===== config.mk =====
export PLATFORM = sky130hd
export DESIGN_NAME = fpa_queue
export DESIGN_NICKNAME = d
export VERILOG_FILES = /design/src/design/fpa_pkg.sv /design/src/design/fpa_queue.sv
export SDC_FILE = /design/constraint.sdc
export NUM_CORES = 1
export LEC_CHECK = 0
export BUFFER_PORTS_ARGS = -buffer_cell sky130_fd_sc_hd__buf_2
export CORE_UTILIZATION = 30
export CTS_CLUSTER_DIAMETER = 150
export DETAILED_ROUTE_END_ITERATION = 16
export HOLD_SLACK_MARGIN = 0.15
export MAX_ROUTING_LAYER = met4
export PLACE_DENSITY = 0.61
export SLEW_MARGIN = 20
export SYNTH_ARGS = -nofsm -noshare
export SYNTH_HDL_FRONTEND = slang
export SYNTH_SLANG_ARGS = --single-unit

===== constraint.sdc =====
create_clock -name clk -period 6.45 [get_ports clk]
set_clock_uncertainty 0.2 [all_clocks]
set_input_delay 0.3225 -clock clk [delete_from_list [all_inputs] [get_ports clk]]
set_output_delay 0.3225 -clock clk [all_outputs]
set_load 0.05 [all_outputs]

===== src/design/fpa_pkg.sv =====
`default_nettype none

package fpa_pkg;

    typedef enum logic [3:0] {
        OP_ADD      = 4'd0,
        OP_SUB      = 4'd1,
        OP_MUL      = 4'd2,
        OP_DIV      = 4'd3,
        OP_CMP      = 4'd4,
        OP_MIN      = 4'd5,
        OP_MAX      = 4'd6,
        OP_FROM_INT = 4'd7,
        OP_TO_INT   = 4'd8,
        OP_INC      = 4'd9,
        OP_DEC      = 4'd10
    } op_t;

    localparam int DATA_W = 32;
    localparam int QDEPTH = 2;
    localparam int QPTR_W = $clog2(QDEPTH);
    localparam int QCNT_W = $clog2(QDEPTH + 1);
    // Quotient bits resolved by each divider stage.
    localparam int DIV_STEPS = 2;

    // A request word after the front end has classified it.
    typedef struct packed {
        op_t               op;
        logic [DATA_W-1:0] a;
        logic [DATA_W-1:0] b;
        logic              lt;
        logic              eq;
        logic              gt;
    } item_t;

    // Side information carried alongside the divider stages.
    typedef struct packed {
        op_t               op;
        logic [DATA_W-1:0] res;
        logic              lt;
        logic              eq;
        logic              gt;
        logic              dz;
        logic              neg;
    } tag_t;

endpackage

`default_nettype wire


===== src/design/fpa_queue.sv =====
`default_nettype none

module fpa_queue
(
    input  wire logic           clk,
    input  wire logic           rst_n,
    input  wire logic           push,
    input  wire fpa_pkg::item_t wr_item,
    output logic                full,
    output logic                rd_valid,
    output fpa_pkg::item_t      rd_item
);

    fpa_pkg::item_t                mem_reg [fpa_pkg::QDEPTH];
    logic [fpa_pkg::QPTR_W-1:0]    wr_ptr_reg;
    logic [fpa_pkg::QPTR_W-1:0]    wr_ptr_next;
    logic [fpa_pkg::QPTR_W-1:0]    rd_ptr_reg;
    logic [fpa_pkg::QPTR_W-1:0]    rd_ptr_next;
    logic [fpa_pkg::QCNT_W-1:0]    count_reg;
    logic [fpa_pkg::QCNT_W-1:0]    count_next;
    logic                          pop;

    assign full     = count_reg == fpa_pkg::QCNT_W'(fpa_pkg::QDEPTH);
    assign rd_valid = count_reg != '0;
    // The back end never stalls, so every stored word leaves in the next cycle.
    assign pop      = rd_valid;
    assign rd_item  = mem_reg[rd_ptr_reg];

    always_comb
    begin
        wr_ptr_next = wr_ptr_reg;
        rd_ptr_next = rd_ptr_reg;
        count_next  = count_reg;
        if (push)
        begin
            wr_ptr_next = wr_ptr_reg + 1'b1;
        end
        if (pop)
        begin
            rd_ptr_next = rd_ptr_reg + 1'b1;
        end
        if (push && !pop)
        begin
            count_next = count_reg + 1'b1;
        end
        else if (pop && !push)
        begin
            count_next = count_reg - 1'b1;
        end
    end

    always_ff @(posedge clk or negedge rst_n)
    begin
        if (!rst_n)
        begin
            wr_ptr_reg <= '0;
            rd_ptr_reg <= '0;
            count_reg  <= '0;
        end
        else
        begin
            wr_ptr_reg <= wr_ptr_next;
            rd_ptr_reg <= rd_ptr_next;
            count_reg  <= count_next;
        end
    end

    always_ff @(posedge clk)
    begin
        if (push)
        begin
            mem_reg[wr_ptr_reg] <= wr_item;
        end
    end

endmodule

`default_nettype wire


---- Word-level counts from Yosys, hierarchy flattened ----
Memory sizes are Yosys's and may differ from the RTL's.
Index checks and enable logic that the tools add are counted.
storage, ports and cells
  register bits after elaboration ......... 4
  RAM bits ................................ 142
  bits of input ports ..................... 74
  logic and storage cells ................. 19
  memories kept ........................... 1
operators by class
  add/sub/neg operators ................... 4
  equal/unequal tests ..................... 1
  muxes and demuxes ....................... 4
  reductions and logical operators ........ 6
memory list
  name     words  width  rd ports  clocked after Yosys merged registers in  write ports  RTL line         text
  mem_reg  2      71     1         0                                        1            fpa_queue.sv:14  fpa_pkg::item_t mem_reg [fpa_pkg::QDEPTH];
operator list
  operator             count
  $mux 2               2
  $reduce_bool 2->1    2
  $add 1x1->1 const B  2
  $add 2x1->2 const B  1
  $eq 2x2->1 const B   1
  $logic_and 1x1->1    2
  $logic_not 1->1      2
  $mux 1               2
  $sub 2x1->2 const B  1

---- Longest topological paths before layout ----
  depth in word-level cells ............... 4
  depth in mapped cells ................... 5
  depth with buffers taken out ............ 5

---- Worst setup path before layout ----
OpenSTA, ideal clock, no wires.
  path type ............................... register -> register
  from .................................... register wr_ptr_reg
  to ...................................... memory mem_reg[0][0] (netlist name) (enable)
  library setup time ...................... 0.509 ns
  arrival time ............................ 3.555 ns
  data required time ...................... 5.741 ns
  path slack .............................. 2.186 ns
  stages on the path, launching flop included .. 2
  path buffers ............................ 0
  clock period less this slack ............ 4.264 ns
  cell sequence ........................... dfrtp_1 > nor2b_1
RTL lines
  item                    RTL line         text
  start, declared         fpa_queue.sv:15  logic [fpa_pkg::QPTR_W-1:0] wr_ptr_reg;
  start signal, assigned  fpa_queue.sv:62  wr_ptr_reg <= wr_ptr_next;
  end, declared           fpa_queue.sv:14
No word-level cell before the write port.

==> summary.md <==
Flip-flop count of the largest register after layout: 142. Summing over every cut layer, the via total after detailed routing is 2,955. The tools report the startpoint of the worst-slack reg-to-reg timing path as wr_ptr_reg.

Setup violations remaining at the end of the flow were counted as 0. Across the run, the number of max-cap violations was 0. At the later pin of the worst-skew pair, clock insertion delay measures 0.41 ns. The number of cell instances on the worst register-to-register path is 3, and the average size of a mapped cell is 23.88 um^2. The first global-routing pass estimated 15,880 um of wire. The run gives 0 as the count of cells resized by post-cts repair. The worst setup path is of the reg2out kind. In this run the register-to-register setup slack is 4.34 ns. The root buffer cell chosen for the clock tree is sky130_fd_sc_hd__clkbuf_16. In this run the horizontal extent of the chip is 139.4 um. Post-CTS timing repair inserted 0 buffers for setup.

Detailed placement finished with a half-perimeter wire length of 6335 um. Fill cells in the final layout number 1,610. In the routed design, unresolved DRC markers number 0. The clock tree synthesis step divided the H-tree into 4 levels. In this run the power density over the cells is 504.1 nW/um^2.

In this run the worst hold path is classified as reg2reg. The post-CTS clock slew at the launch and capture registers of the worst setup and hold paths is 0.06 ns. The share of the Yosys chip area taken by registers is 77.10%. The run finished with clean final reports.

The maximum net fanout on the critical path was 38; the remaining global-route overflow was 0. The detailed router finished its first iteration with 114 violations. The critical path endpoint category was an output pin. In the final routed layout, each cell accounts on average for 14.03 um. Buffers placed on the I/O ports in this run total 146. On the critical path, the stage with the largest delay is an instance of sky130_fd_sc_hd__dfrtp_4. Share of cells above drive strength 1: 51.45%. The ratio of final minimum period to clock period was 47.49%; the switching share of power was 36.63%. The sequential fraction of design power was 34.1%; the setup TNS was 0 ns. The die footprint is 19,420 um^2.

Across the VDD grid, the largest voltage drop is 0.0003355 V. The number of nets in the layout is 546. Row count: 49. After floorplanning, the core was sized to cover 18,210 um^2. Synthesis handed over a netlist of 237 instances.

For the number of max-slew violations in the final report, the log shows 0. Setup repair after global routing left no endpoint under its margin. The run gives 2 as the maximum buffer depth of the clock tree. The number of search-and-repair iterations in the first detailed-routing pass is 4. For the number of nets with antenna violations after detailed routing, the log shows 0.

Yosys mapped the design onto 13 distinct sky130hd cell types. The tools report the via count of the first global-routing pass as 3,229. Measured against its own limit, the worst slew margin works out to 33.51%.

Based on the critical path, the design can be clocked at up to 326.5 MHz. The worst register-to-register path ends at mem_reg[0][58]. The total of hold buffers inserted after clock tree synthesis is 74.

For the number of warnings issued by yosys, the log shows 0. The terminating pin of the worst hold path was count_reg[1]. The cell depth of the worst min-delay path is 1.

The die is 139.4 um tall. In this run the static leakage power is 0.003227 uW. Walking the worst path, the cells encountered are buf_4 > mux2_4 > buf_2. TritonCTS built the clock tree.

The congestion estimate from routability-driven global placement came to 0.7030. The internal power of the cells totals 2552 uW. The required time of the worst setup path was 5.93 ns.

The top-level port count is 147, and the arrival time of data at the critical path endpoint is 2.54 ns. At the pin with the least slew margin, the transition time is 0.9974 ns. The synthesized netlist net count was 312; the aggregate global-route resource usage was 11.21%. The delay of the slowest cell on the worst path is 0.85 ns, and the clock network fraction of total power is 27.8%. The initial antenna violation count was 0; the hold violation total from the final report was 0. In this run the most critical hold path is launched from count_reg[1].

Summed over all nets, the switching power comes to 1475 uW. STA classifies the critical path startpoint as a register. The tools report the clock sink count as 146.

For the number of buffers added by the clock tree synthesis step, the log shows 17. The pin count of the biggest net entering global routing was 72; the minimum period implied by the final worst setup slack was 3.063 ns. Summed over all layers, the routed wires come to 10,000 um. Once layout is complete, the utilization of the core stands at 43.87%. In this run the cell area of the synthesized design comes to 5660 um^2. The synthesized design contains 146 register bits. The number of antenna diodes in the final layout is 0. The initial utilization of the core area, before any placement, comes to 31.09%.

From synthesis to final layout, the design area changed by 41.11%. The per-cell via count in the routed design was 4.144; the combinational share of power was 38.1%.
cells in the final DEF, fill, tap and decap left out, types with 2 or more instances in the layout:
cell	n
sky130_fd_sc_hd__mux2_4	69
sky130_fd_sc_hd__edfxtp_1	142
sky130_fd_sc_hd__mux2_2	2
sky130_fd_sc_hd__clkbuf_1	4
sky130_fd_sc_hd__buf_2	146
sky130_fd_sc_hd__clkbuf_16	17
sky130_fd_sc_hd__dfrtp_1	3
sky130_fd_sc_hd__bufinv_16	7
sky130_fd_sc_hd__xor2_1	3
sky130_fd_sc_hd__clkinv_1	2
sky130_fd_sc_hd__xnor2_1	2
sky130_fd_sc_hd__nor2_1	2
sky130_fd_sc_hd__buf_4	2
sky130_fd_sc_hd__dlygate4sd3_1	74
worst max-delay path by stage:
stage	startpoint	endpoint
floorplan	wr_ptr_reg	mem_reg[0][0]
global placement	rd_ptr_reg	rd_item[39]
detailed placement	rd_ptr_reg	rd_item[20]
CTS	rd_ptr_reg	rd_item[20]
global route	rd_ptr_reg	rd_item[20]
finish	rd_ptr_reg	rd_item[20]
power by group through the flow:
stage	combinational (uW)	sequential, uW	clock (uW)
2_1_floorplan	1380	1330	0
3_3_place_gp	1500	1390	0
3_5_place_dp	1520	1400	0
4_1_cts	1550	1380	1140
5_1_grt	1610	1400	1180
6_report	1530	1370	1120
layer usage:
layer | up-vias | GRT usage [%] | part of all wire (%) | wire length, um
met5 | - | - | 0 | 0
met3 | 13 | 3.372 | 5.7 | 569
met2 | 102 | 19.15 | 52 | 5156
met1 | 1437 | 11.70 | 41 | 4082
met4 | 0 | 5.731 | 2.0 | 196
li1 | 1403 | - | - | -
worst max-delay path, delay by kind of cell (launching register included):
kind	cells	cell delay (ns)
flip-flops	1	0.85
buffers and inverters	2	0.86
multiplexers	1	0.36
kinds of logic after synthesis:
| group | Yosys count | synth area share (%) |
|---|---|---|
| xor gates and xnor gates | 5 | 0.7738 |
| adders and majority gates | 1 | 0.2210 |
| buffers and inverters | 9 | 2.741 |
| DFF | 146 | 77.10 |
| muxes | 71 | 18.70 |
| and+or+nand+nor | 5 | 0.4643 |
synthesized netlist by cell type, drive strengths merged:
cell type,instances,area share (%)
dfrtp,4,1.8
nor2b,2,0.22
mux2,71,19
and2,1,0.11
nor2,2,0.13
inv,1,0.066
edfxtp,142,75
ha,1,0.22
xor2,3,0.46
xnor2,2,0.31
buf,8,2.7
cell type report:
cell class                 count  area (um^2)  share of cell area [%]
multi-input combinational     82         1151                   14.41
sequential                   146         4368                   54.68
tap                          229        286.5                   3.587
timing repair buffer         223         1506                   18.86
clock inverter                11        231.5                   2.898
clock buffer                  21        440.4                   5.514
inverter                       1        3.754                 0.04699
per-stage QoR:
| step | instances | power [uW] | hold WS (ns) | worst slack [ns] | cell area [um^2] |
|---|---|---|---|---|---|
| 6_report | 713 | 4027 | 0.3439 | 3.387 | 7988 |
| 5_1_grt | 713 | 4182 | 0.3554 | 3.234 | 7988 |
| 4_1_cts | 712 | 4075 | 0.3143 | 3.306 | 7968 |
| 3_5_place_dp | 606 | 2915 | -0.06527 | 3.761 | 6555 |
| 3_3_place_gp | 606 | 2891 | -0.06707 | 3.808 | 6555 |
| 2_1_floorplan | 237 | 2717 | -0.1731 | 2.186 | 5660 |
Note: power is estimated with default switching activity, not from simulation.
