## src/design/fpa_pkg.sv

```systemverilog
`default_nettype none

package fpa_pkg;

    typedef enum logic [3:0] {
        OP_ADD      = 4'd0,
        OP_SUB      = 4'd1,
        OP_MUL      = 4'd2,
        OP_DIV      = 4'd3,
        OP_CMP      = 4'd4,
        OP_MIN      = 4'd5,
        OP_MAX      = 4'd6,
        OP_FROM_INT = 4'd7,
        OP_TO_INT   = 4'd8,
        OP_INC      = 4'd9,
        OP_DEC      = 4'd10
    } op_t;

    localparam int DATA_W = 32;
    localparam int QDEPTH = 2;
    localparam int QPTR_W = $clog2(QDEPTH);
    localparam int QCNT_W = $clog2(QDEPTH + 1);
    // Quotient bits resolved by each divider stage.
    localparam int DIV_STEPS = 2;

    // A request word after the front end has classified it.
    typedef struct packed {
        op_t               op;
        logic [DATA_W-1:0] a;
        logic [DATA_W-1:0] b;
        logic              lt;
        logic              eq;
        logic              gt;
    } item_t;

    // Side information carried alongside the divider stages.
    typedef struct packed {
        op_t               op;
        logic [DATA_W-1:0] res;
        logic              lt;
        logic              eq;
        logic              gt;
        logic              dz;
        logic              neg;
    } tag_t;

endpackage

`default_nettype wire

```

## src/design/fpa_front.sv

```systemverilog
`default_nettype none

module fpa_front
(
    input  wire logic                      clk,
    input  wire logic                      rst_n,
    input  wire logic                      start,
    output logic                           busy,
    input  wire logic [3:0]                req_type,
    input  wire logic [fpa_pkg::DATA_W-1:0] operand_a,
    input  wire logic [fpa_pkg::DATA_W-1:0] operand_b,
    input  wire logic                      q_full,
    output logic                           push,
    output fpa_pkg::item_t                 item
);

    logic           valid_reg;
    logic           valid_next;
    fpa_pkg::item_t item_reg;
    fpa_pkg::item_t item_next;
    logic           accept;

    assign push   = valid_reg && !q_full;
    assign busy   = valid_reg && !push;
    assign accept = start && !busy;
    assign item   = item_reg;

    always_comb
    begin
        valid_next = valid_reg;
        if (accept)
        begin
            valid_next = 1'b1;
        end
        else if (push)
        begin
            valid_next = 1'b0;
        end
    end

    // The compare flags hold for every operation, so they are resolved here.
    always_comb
    begin
        item_next.op = fpa_pkg::op_t'(req_type);
        item_next.a  = operand_a;
        item_next.b  = operand_b;
        item_next.lt = $signed(operand_a) <  $signed(operand_b);
        item_next.eq = operand_a == operand_b;
        item_next.gt = $signed(operand_a) >  $signed(operand_b);
    end

    always_ff @(posedge clk or negedge rst_n)
    begin
        if (!rst_n)
        begin
            valid_reg <= 1'b0;
        end
        else
        begin
            valid_reg <= valid_next;
        end
    end

    always_ff @(posedge clk)
    begin
        if (accept)
        begin
            item_reg <= item_next;
        end
    end

endmodule

`default_nettype wire

```

## config.mk

```make
export PLATFORM = sky130hd
export DESIGN_NAME = fpa_front
export DESIGN_NICKNAME = d
export VERILOG_FILES = /design/src/design/fpa_pkg.sv /design/src/design/fpa_front.sv
export SDC_FILE = /design/constraint.sdc
export NUM_CORES = 1
export LEC_CHECK = 0
export BUFFER_PORTS_ARGS = -buffer_cell sky130_fd_sc_hd__buf_2
export CORE_MARGIN = 2
export CORE_UTILIZATION = 50
export CTS_CLUSTER_SIZE = 25
export DETAILED_ROUTE_END_ITERATION = 16
export HOLD_SLACK_MARGIN = 0.06
export PLACE_DENSITY = 0.95
export SYNTH_ARGS = -nofsm -noshare
export SYNTH_HDL_FRONTEND = slang
export SYNTH_SLANG_ARGS = --single-unit
```

## constraint.sdc

```tcl
create_clock -name clk -period 12 [get_ports clk]
set_input_delay 1.8 -clock clk [delete_from_list [all_inputs] [get_ports clk]]
set_output_delay 1.8 -clock clk [all_outputs]
set_load 0.1 [all_outputs]
```

# == Word level (Yosys, flattened, before mapping) ==
# Cells that the tools add are included.
# totals
register_bits,72
in_bits,72
output_inout_bits,73
elab_cells,19
# op_classes
order_cmp,2
n_eq_ne,1
muxes,2
n_reduce_logical,7
# ops
cell,n
equality test 32 bit,1
greater-than comparator 32 bit,1
< comparator 32 bit,1
logical AND 1 bit,3
zero test 1 bit,3
two-way mux 1 bit,2
nonzero test 2 bit,1

# == Longest topological paths before layout ==
# Gate-level depths: netlist of run 1.
# depth
ltp_word,7
mapped_depth,8
ltp_nobuf,8

# == Least setup slack after synthesis of run 1 ==
# No wires, ideal clock.
# synth_path
path_kind,in2reg
start,input q_full
end,"register item_reg, in the netlist item[0] (enable)"
setup_time_ns,0.508
arrival_time_ns,5.593
t_required_ns,11.492
slack_ns,5.900
cell_stages,2
n_path_buf,0
path_cell_list,and2_1 -> nor2b_1
# synth_via
elab_chain_len,6
# synth_rtl
item,line,text
"start, declared",fpa_front.sv:12,"input wire logic q_full,"
zero test 1 bit,fpa_front.sv:23,assign push = valid_reg && !q_full;
logical AND 1 bit,fpa_front.sv:23,
zero test 1 bit,fpa_front.sv:24,assign busy = valid_reg && !push;
logical AND 1 bit,fpa_front.sv:24,
zero test 1 bit,fpa_front.sv:25,assign accept = start && !busy;
logical AND 1 bit,fpa_front.sv:25,
via accept,fpa_front.sv:21,logic accept;
"end signal, assigned",fpa_front.sv:68,item_reg <= item_next;
"end, declared",fpa_front.sv:19,fpa_pkg::item_t item_reg;
# The timed path passes the listed nets, and every way through them passes these cells.
# A chain may end at the register's enable or synchronous reset.

# == Worst setup path in the final report of run 1 ==
# layout_path
start,input q_full
end,output busy
# layout_via
elab_chain_len,4
# layout_rtl
item,line,text
zero test 1 bit,fpa_front.sv:23,
logical AND 1 bit,fpa_front.sv:23,
zero test 1 bit,fpa_front.sv:24,
logical AND 1 bit,fpa_front.sv:24,
"end, declared",fpa_front.sv:8,"output logic busy,"
# Every way passes these cells.

==> reports/metrics.csv, run 1 <==
stage;metric;value;unit
logic_synthesis;Cells after Synth;196;
clock_tree;cts bufs inserted;9;
worst_setup_path;most used cell, CP;buf_2;
clock_tree;CTS Sinks;72;
status;status;completed;
worst_setup_path;reg-to-reg critical path endpoint;item[27];
worst_setup_path;RR Startpoint;valid_reg;
min_path;WHS Endpoint;valid_reg;
clock_tree;clock buffer depth;2;
routing;DRC;0;
worst_setup_path;Reg2Reg Setup Slack;10240;ps
power;Cell Pwr Density;159;nW/µm²
clock_tree;clk_lat worst skew;330;ps
logic_synthesis;Netlist Area Pre-Place;3030;µm²
floorplanning;Core Area;5890;µm²
worst_setup_path;Req. time, crit path;10200;ps
timing;Clock Skew;5.17;ps
timing;final worst path period need;4330;ps
placement;Final Wtd Congestion;0.799;
logic_synthesis;sequential-to-total area share from yosys stat;71.3;%
global_route;largest net degree at the start of global routing;72;
routing;Detailed Route Iter0 Violations;155;
clock_tree;clock slew at reported path FFs;70;ps
routing;First-pass DRT Iterations;4;
min_path;Hold Crit Class;register to register;
floorplanning;die area;6690;µm²
global_route;initial antenna violation count;0;
placement;Post-Place Setup Slack;7670;ps
clock_tree;CTS Hold Bufs;0;
logic_synthesis;Mapped Avg Cell Area;15.4;µm²
placement;Post-DP HPWL;5.49;mm
cells_and_area;most frequent cells in the layout;buf_2 (144), edfxtp_1 (71), inv_1 (34);
global_route;Overall Global Routing Usage;21.5;%
clock_tree;Root Driver;clkbuf_8;
routing;final WL;7.21;mm
power;Leak Pwr;0.00192;µW
worst_setup_path;largest fanout on the critical path;3;
worst_setup_path;Cell Chain, Critical Path;buf_2, and2_1, buf_2;
cells_and_area;Nets;456;
timing;Slew HR;41.2;%
logic_synthesis;ys flop type;edfxtp_1;
floorplanning;I/O pin total;145;
timing;Setup WS post-layout;7670;ps
timing;final worst-path cycle share;36.1;%
clock_tree;H-tree depth;3;
timing;RSZ-0062 raised after global routing;no;
cells_and_area;max reg flops;71;
global_route;number of global-route vias before repair;2241;
worst_setup_path;crit path DAT;2530;ps
cells_and_area;most common cell after layout, fill and taps aside;buf_2;
run;max_cap viols;0;
global_route;grt total ovfl;0;
floorplanning;initial core utilization;51.4;%
timing;pins over their slew limit;0;
worst_setup_path;Largest delay share family, worst path;buffers and inverters;
clock_tree;CTS tree;built;
clock_tree;postcts setup bufs;0;
worst_setup_path;CP endpoint kind;primary output;
routing;remaining antenna violation count;0;
timing;Final setup violation count;0;
logic_synthesis;synth unique cells;26;
timing;post-route setup TNS;0;ps
timing;Final Hold Fails;0;
logic_synthesis;syn_nets;300;
worst_setup_path;critical path class;input pin to primary output;
logic_synthesis;Yosys reg bits;72;
floorplanning;Die Span Y;81.8;µm
cells_and_area;Area growth syn-to-layout;33.7;%
worst_setup_path;slowest stage delay, CP;450;ps
min_path;hold wc startpoint;valid_reg;
timing;Worst-Margin Slew;882;ps
logic_synthesis;ys async rst share;1.39;%
placement;PortBufs;144;
worst_setup_path;Crit-path slowest cell;buf_2;
global_route;global-route wire length before repair;10.3;mm
worst_setup_path;reg2reg path depth;3;
power;Peak VDD IR;83.1;µV
worst_setup_path;crit start category;input pin;
logic_synthesis;Synth Warn #;0;
floorplanning;Rows;28;
routing;routed len/inst;16.7;µm
logic_synthesis;Post-synth EDFFs;71;
cells_and_area;ANT cells;0;
timing;Highest Clock Rate;231;MHz
worst_setup_path;Bufs and invs on worst path;2;
routing;routed vias;2202;
min_path;hold path cells;2;
cells_and_area;layout cell share with drive strength beyond 1;45.9;%
cells_and_area;Fillers;438;
clock_tree;post_cts resized;0;
routing;vias per cell;5.10;
floorplanning;Die X-Extent;81.8;µm
## how the worst max path moves through the flow
stage	start	end	slack [ps]	cells past startpoint
floorplan	q_full	item[0]	5900	2
global placement	q_full	busy	7690	3
detailed placement	q_full	busy	7670	3
CTS	q_full	busy	7670	3
global route	q_full	busy	7620	3
finish	q_full	busy	7670	3
## cells by family (layout without fill, tap and decap cells)
logic type      after synthesis  count (layout)  synth area share [%]
fa+ha+maj                    32              32                  13.2
simple gates                 31              31                  5.29
compound gates               25              25                  5.29
flops                        72              72                  71.3
buf+inv                      34             195                  4.22
mux                           2               2                 0.662
## area by class of cell
type	count	area, µm²	share of cell area [%]
clock inverter	5	57.6	1.42
timing repair buffer	145	728	18.0
inverter	34	128	3.16
clock buffer	11	131	3.25
multi-input combinational	90	748	18.5
tap	75	93.8	2.32
sequential	72	2160	53.3
## per-stage QoR
stage / utilization (%) / cells / hold WS, ps / power, µW / cell area [µm²]
after floorplan: - / 196 / 1310 / 429 / 3030
after global placement: 65.5 / 416 / 652 / 459 / 3850
after detailed placement: 65.5 / 416 / 694 / 464 / 3850
after CTS: 68.7 / 432 / 717 / 645 / 4040
after global routing: 68.7 / 432 / 792 / 663 / 4040
final: 68.7 / 432 / 707 / 642 / 4040
## synth_stat cells, types with 2 or more instances
master     n  area share, %
nand3_1    3           0.50
nand4_1    6            1.2
ha_1      32             13
a21oi_2    3           0.87
mux2i_1    2           0.66
nor2_1     3           0.37
a21oi_1    9            1.5
nor4_1     3           0.62
edfxtp_1  71             70
nor2b_1    3           0.62
nand2_1    9            1.1
o21ai_1    2           0.33
o21ai_0    3           0.50
inv_1     34            4.2
a21o_1     2           0.50
## per-layer routing
layer	vias to the layer above	wire length, µm	GRT usage (%)
li1	1034	-	-
met2	98	4140	41.1
met4	0	148	9.33
met1	1058	2500	21.6
met3	12	425	5.38
met5	-	0	0
## tightest hold or removal path: cells and delay by family, from the launching register on
family	cells	cell delay, ps
flops	1	350
simple gates	2	330
## where the power goes
| part | total [µW] | switching (µW) | internal (µW) |
|---|---|---|---|
| registers | 297 | 3.65 | 293 |
| logic | 162 | 132 | 29.9 |
| clock network | 183 | 86.7 | 96.2 |
| total | 642 | 222 | 420 |
No activity file was read; power rests on OpenSTA's default activity.
==> run 2: changes to the inputs <==
--- a/config.mk
+++ b/config.mk
@@ -7,11 +7,11 @@
 export LEC_CHECK = 0
 export BUFFER_PORTS_ARGS = -buffer_cell sky130_fd_sc_hd__buf_2
 export CORE_MARGIN = 2
-export CORE_UTILIZATION = 50
+export CORE_UTILIZATION = 46
 export CTS_CLUSTER_SIZE = 25
 export DETAILED_ROUTE_END_ITERATION = 16
 export HOLD_SLACK_MARGIN = 0.06
-export PLACE_DENSITY = 0.95
+export PLACE_DENSITY = 0.89
 export SYNTH_ARGS = -nofsm -noshare
 export SYNTH_HDL_FRONTEND = slang
 export SYNTH_SLANG_ARGS = --single-unit
==> constraint.sdc (replaced) <==
create_clock -name clk -period 4.2 [get_ports clk]
set_input_delay 0.63 -clock clk [delete_from_list [all_inputs] [get_ports clk]]
set_output_delay 0.63 -clock clk [all_outputs]
set_load 0.1 [all_outputs]
==> reports/metrics.csv, run 2 (synthesis gave the netlist of run 1 again) <==
stage;metric;value;unit
cells_and_area;most common cell after layout, fill and taps aside;buf_2;
floorplanning;die area;7240;µm²
routing;First-pass DRT Iterations;4;
power;Net Sw Frac;34.7;%
global_route;number of global-route vias before repair;2193;
routing;vias per cell;4.88;
clock_tree;CTS tree;built;
worst_setup_path;largest fanout on the critical path;2;
timing;final worst path period need;2220;ps
cells_and_area;Area growth syn-to-layout;34.1;%
worst_setup_path;crit path DAT;2400;ps
power;Pwr Total;1800;µW
clock_tree;Root Driver;clkbuf_8;
power;sequential power share;47.2;%
worst_setup_path;CP endpoint kind;register;
routing;Detailed Route Iter0 Violations;84;
cells_and_area;max reg flops;71;
floorplanning;Die Span Y;85.1;µm
cells_and_area;post-route insts no fill;435;
routing;routed len/inst;15.0;µm
clock_tree;clk_lat worst skew;320;ps
clock_tree;CTS Hold Bufs;1;
routing;final WL;6.55;mm
global_route;largest net degree at the start of global routing;44;
power;Leak Pwr;0.00192;µW
floorplanning;initial core utilization;47.6;%
timing;RSZ-0062 raised after global routing;no;
clock_tree;CTS Sinks;72;
power;clock share of power;27.2;%
cells_and_area;Nets;457;
clock_tree;clock buffer depth;2;
timing;pins over their slew limit;0;
timing;Setup WS post-layout;1980;ps
power;Cell Pwr Density;442;nW/µm²
timing;Clock Skew;7.11;ps
placement;Post-Place Setup Slack;1650;ps
floorplanning;I/O pin total;145;
timing;final worst-path cycle share;52.9;%
global_route;global-route wire length before repair;10.1;mm
cells_and_area;ANT cells;0;
worst_setup_path;crit start category;input pin;
placement;Post-DP HPWL;5.10;mm
cells_and_area;Fillers;505;
global_route;Overall Global Routing Usage;18.2;%
timing;Final Hold Fails;0;
timing;Highest Clock Rate;450;MHz
routing;routed vias;2123;
worst_setup_path;critical path class;input pin to register;
floorplanning;Die X-Extent;85.1;µm
min_path;Hold Crit Class;input pin to register;
status;status;completed;
timing;post-route setup TNS;0;ps
power;Switch Pwr;622;µW
floorplanning;Rows;29;
power;Power Internal;1170;µW
cells_and_area;layout cell share with drive strength beyond 1;45.5;%
run;max_cap viols;0;
cells_and_area;most frequent cells in the layout;buf_2 (144), edfxtp_1 (71), inv_1 (34);
floorplanning;Core Area;6350;µm²
clock_tree;cts bufs inserted;9;
global_route;initial antenna violation count;0;
routing;remaining antenna violation count;0;
timing;Slew HR;41.9;%
clock_tree;postcts setup bufs;0;
clock_tree;clock slew at reported path FFs;80;ps
worst_setup_path;Req. time, crit path;4380;ps
clock_tree;H-tree depth;3;
routing;DRC;0;
global_route;grt total ovfl;0;
timing;Worst-Margin Slew;869;ps
placement;PortBufs;144;
placement;Final Wtd Congestion;0.759;
clock_tree;post_cts resized;0;
timing;Final setup violation count;0;
power;combinational share of power;25.7;%
placement;Placed Cells;418;
power;Peak VDD IR;240;µV
==> run 2: changes by cell type in the layout (fill, tap and decap cells not counted) <==
cell,delta
clkbuf_8,+2
clkinv_2,-2
clkinv_4,-2
clkinvlp_4,+2
buf_12,+1
buf_4,-1
bufinv_16,-1
clkbuf_1,+1
dlygate4sd3_1,+1
==> run 2: per-layer routing <==
layer	GRT usage, %	wire length, µm	vias to the layer above	share of wire (%)
met4	8.08	98	0	1.5
met1	19.2	2440	990	37
li1	-	-	1037	-
met2	33.5	3530	87	54
met5	0	0	-	0
met3	5.35	473	9	7.2
==> run 2: power groups by stage <==
stage	clock [µW]	combinational (µW)	sequential, µW
after global placement	0	454	861
after detailed placement	0	462	863
final	488	461	847
after floorplan	0	84.8	1140
after CTS	504	464	847
after global routing	533	485	850
==> run 2: critical path, cell delays in order <==
cell and delay, ps:
buf_2 110, ha_1 300, a21oi_1 150, o21ai_0 180, a2111oi_0 460, o31ai_1 170
a21oi_2 180, mux2i_1 220
==> run 2: through the flow <==
| stage | hold slack [ps] | instance area, µm² | util [%] |
|---|---|---|---|
| 2_1_floorplan | 334 | 3030 | - |
| 3_3_place_gp | 406 | 3870 | 60.9 |
| 3_5_place_dp | 407 | 3870 | 60.9 |
| 4_1_cts | 458 | 4060 | 63.9 |
| 5_1_grt | 455 | 4060 | 63.9 |
| 6_report | 478 | 4060 | 63.9 |
==> run 2: layout make-up <==
class	instances	area [µm²]	share of cell area [%]
Clock buffer	14	163	4.01
Tap cell	77	96.3	2.37
Clock inverter	2	15.0	0.370
Inverter	34	128	3.15
Sequential cell	72	2160	53.2
Multi-Input combinational cell	90	748	18.4
Timing Repair Buffer	146	751	18.5
==> run 2: path summary, 6_finish.rpt <==
check | from | end | slack (ps) | cells past startpoint
setup / recovery | operand_a[25] | item[2] | 1980 | 8
hold / removal | req_type[2] | item[69] | 480 | 1
setup reg to reg | valid_reg | item[0] | 2290 | 3
hold reg to reg | valid_reg | valid_reg | 700 | 2
max in group asynchronous | rst_n | valid_reg | 3510 | 2
min in group asynchronous | rst_n | valid_reg | 610 | 2
==> run 3: changes to the inputs <==
==> constraint.sdc (replaced) <==
create_clock -name clk -period 2.1 [get_ports clk]
set_input_delay 0.315 -clock clk [delete_from_list [all_inputs] [get_ports clk]]
set_output_delay 0.315 -clock clk [all_outputs]
set_load 0.1 [all_outputs]
==> reports/metrics.csv, run 3 (synthesis gave the netlist of run 1 again) <==
stage;metric;value;unit
placement;Post-DP HPWL;5.15;mm
clock_tree;H-tree depth;3;
min_path;Hold Crit Class;input pin to register;
timing;Clock Skew;9.01;ps
routing;remaining antenna violation count;0;
timing;Worst-Margin Slew;525;ps
placement;PortBufs;144;
timing;final worst-path cycle share;90.0;%
clock_tree;CTS Sinks;72;
routing;routed vias;2153;
global_route;number of global-route vias before repair;2236;
worst_setup_path;CP endpoint kind;register;
routing;routed len/inst;15.0;µm
routing;DRC;0;
floorplanning;Die X-Extent;85.1;µm
cells_and_area;ANT cells;0;
clock_tree;cts bufs inserted;9;
floorplanning;Rows;29;
timing;RSZ-0062 raised after global routing;no;
routing;Metal-1 WL;2.47;mm
cells_and_area;max reg flops;71;
clock_tree;clock buffer depth;2;
global_route;grt total ovfl;0;
clock_tree;clock slew at reported path FFs;80;ps
cells_and_area;Nets;458;
global_route;largest net degree at the start of global routing;72;
clock_tree;postcts setup bufs;0;
status;status;completed;
run;max_cap viols;0;
worst_setup_path;Req. time, crit path;2270;ps
routing;Met3 Wirelength;514;µm
power;Leak Pwr;0.00194;µW
clock_tree;clk_lat worst skew;340;ps
worst_setup_path;crit path DAT;2060;ps
routing;final WL;6.53;mm
cells_and_area;most frequent cells in the layout;buf_2 (144), edfxtp_1 (71), inv_1 (34);
worst_setup_path;largest fanout on the critical path;2;
worst_setup_path;critical path class;input pin to register;
timing;post-route setup TNS;0;ps
routing;First-pass DRT Iterations;4;
clock_tree;Root Driver;clkbuf_8;
worst_setup_path;crit start category;input pin;
power;Cell Pwr Density;898;nW/µm²
routing;vias per cell;4.94;
cells_and_area;most common cell after layout, fill and taps aside;buf_2;
global_route;Overall Global Routing Usage;18.5;%
global_route;initial antenna violation count;0;
timing;Final setup violation count;0;
timing;Slew HR;64.7;%
global_route;global-route wire length before repair;10.2;mm
routing;WL met2;3.38;mm
cells_and_area;Area growth syn-to-layout;34.8;%
floorplanning;die area;7240;µm²
timing;final worst path period need;1890;ps
power;Peak VDD IR;604;µV
cells_and_area;layout cell share with drive strength beyond 1;46.5;%
floorplanning;Die Span Y;85.1;µm
floorplanning;initial core utilization;47.6;%
cells_and_area;post-route insts no fill;436;
placement;Final Wtd Congestion;0.736;
floorplanning;Core Area;6350;µm²
timing;pins over their slew limit;0;
cells_and_area;Fillers;476;
worst_setup_path;Reg2Reg Setup Slack;750;ps
timing;Final Hold Fails;0;
timing;Highest Clock Rate;529;MHz
clock_tree;CTS tree;built;
routing;top sig layer;met4;
routing;Detailed Route Iter0 Violations;74;
floorplanning;I/O pin total;145;
placement;Placed Cells;419;
-- run 3: worst max-delay path, stage by stage --
cell and delay, ps:
buf_2 100, inv_1 40, ha_1 280, a21oi_1 150, o21ai_0 160, a2111oi_0 420
o31ai_1 180, a21oi_2 200, mux2i_1 230
-- run 3: final cells by class --
| class | instances | area, µm² | share of cell area [%] |
|---|---|---|---|
| sequential | 72 | 2160 | 52.9 |
| timing repair buffer | 147 | 758 | 18.6 |
| multi-input combinational | 90 | 751 | 18.4 |
| clock buffer | 10 | 128 | 3.13 |
| inverter | 34 | 128 | 3.13 |
| tap | 77 | 96.3 | 2.36 |
| clock inverter | 6 | 61.3 | 1.50 |
-- run 3: per-stage QoR --
step	area (µm²)	setup WS, ps	hold slack, ps	total power, µW	utilization [%]
final	4080	210	147	3660	64.2
after global routing	4080	44.2	135	3810	64.2
after detailed placement	3880	-135	95.4	2650	61.1
after CTS	4080	225	136	3700	64.2
after global placement	3880	18.6	89.6	2630	61.1
after floorplan	3040	-19.0	19.4	2450	-
-- run 3: power breakdown --
| group | switching, µW | internal, µW | total (µW) |
|---|---|---|---|
| Clock | 501 | 545 | 1050 |
| Combinational | 749 | 176 | 924 |
| Sequential | 17.6 | 1680 | 1690 |
-- run 3: final timing paths --
check / startpoint / end / cells past startpoint
setup / recovery: operand_b[25] / item[0] / 9
hold / removal: req_type[1] / item[68] / 1
setup reg to reg: valid_reg / item[35] / 3
hold reg to reg: valid_reg / valid_reg / 2
max in group asynchronous: rst_n / valid_reg / 2
min in group asynchronous: rst_n / valid_reg / 2
-- run 3: timing repair --
| action | CTS | global route |
|---|---|---|
| resized for setup | 0 | 0 |
| endpoints found under the hold margin | 1 | 0 |
| hold buffers | 1 | 0 |
-- run 3: layer usage --
| layer | GRT usage [%] | vias to the layer above |
|---|---|---|
| met1 | 20.3 | 995 |
| met4 | 8.95 | 0 |
| met5 | 0 | - |
| li1 | - | 1043 |
| met3 | 5.54 | 14 |
| met2 | 32.5 | 101 |
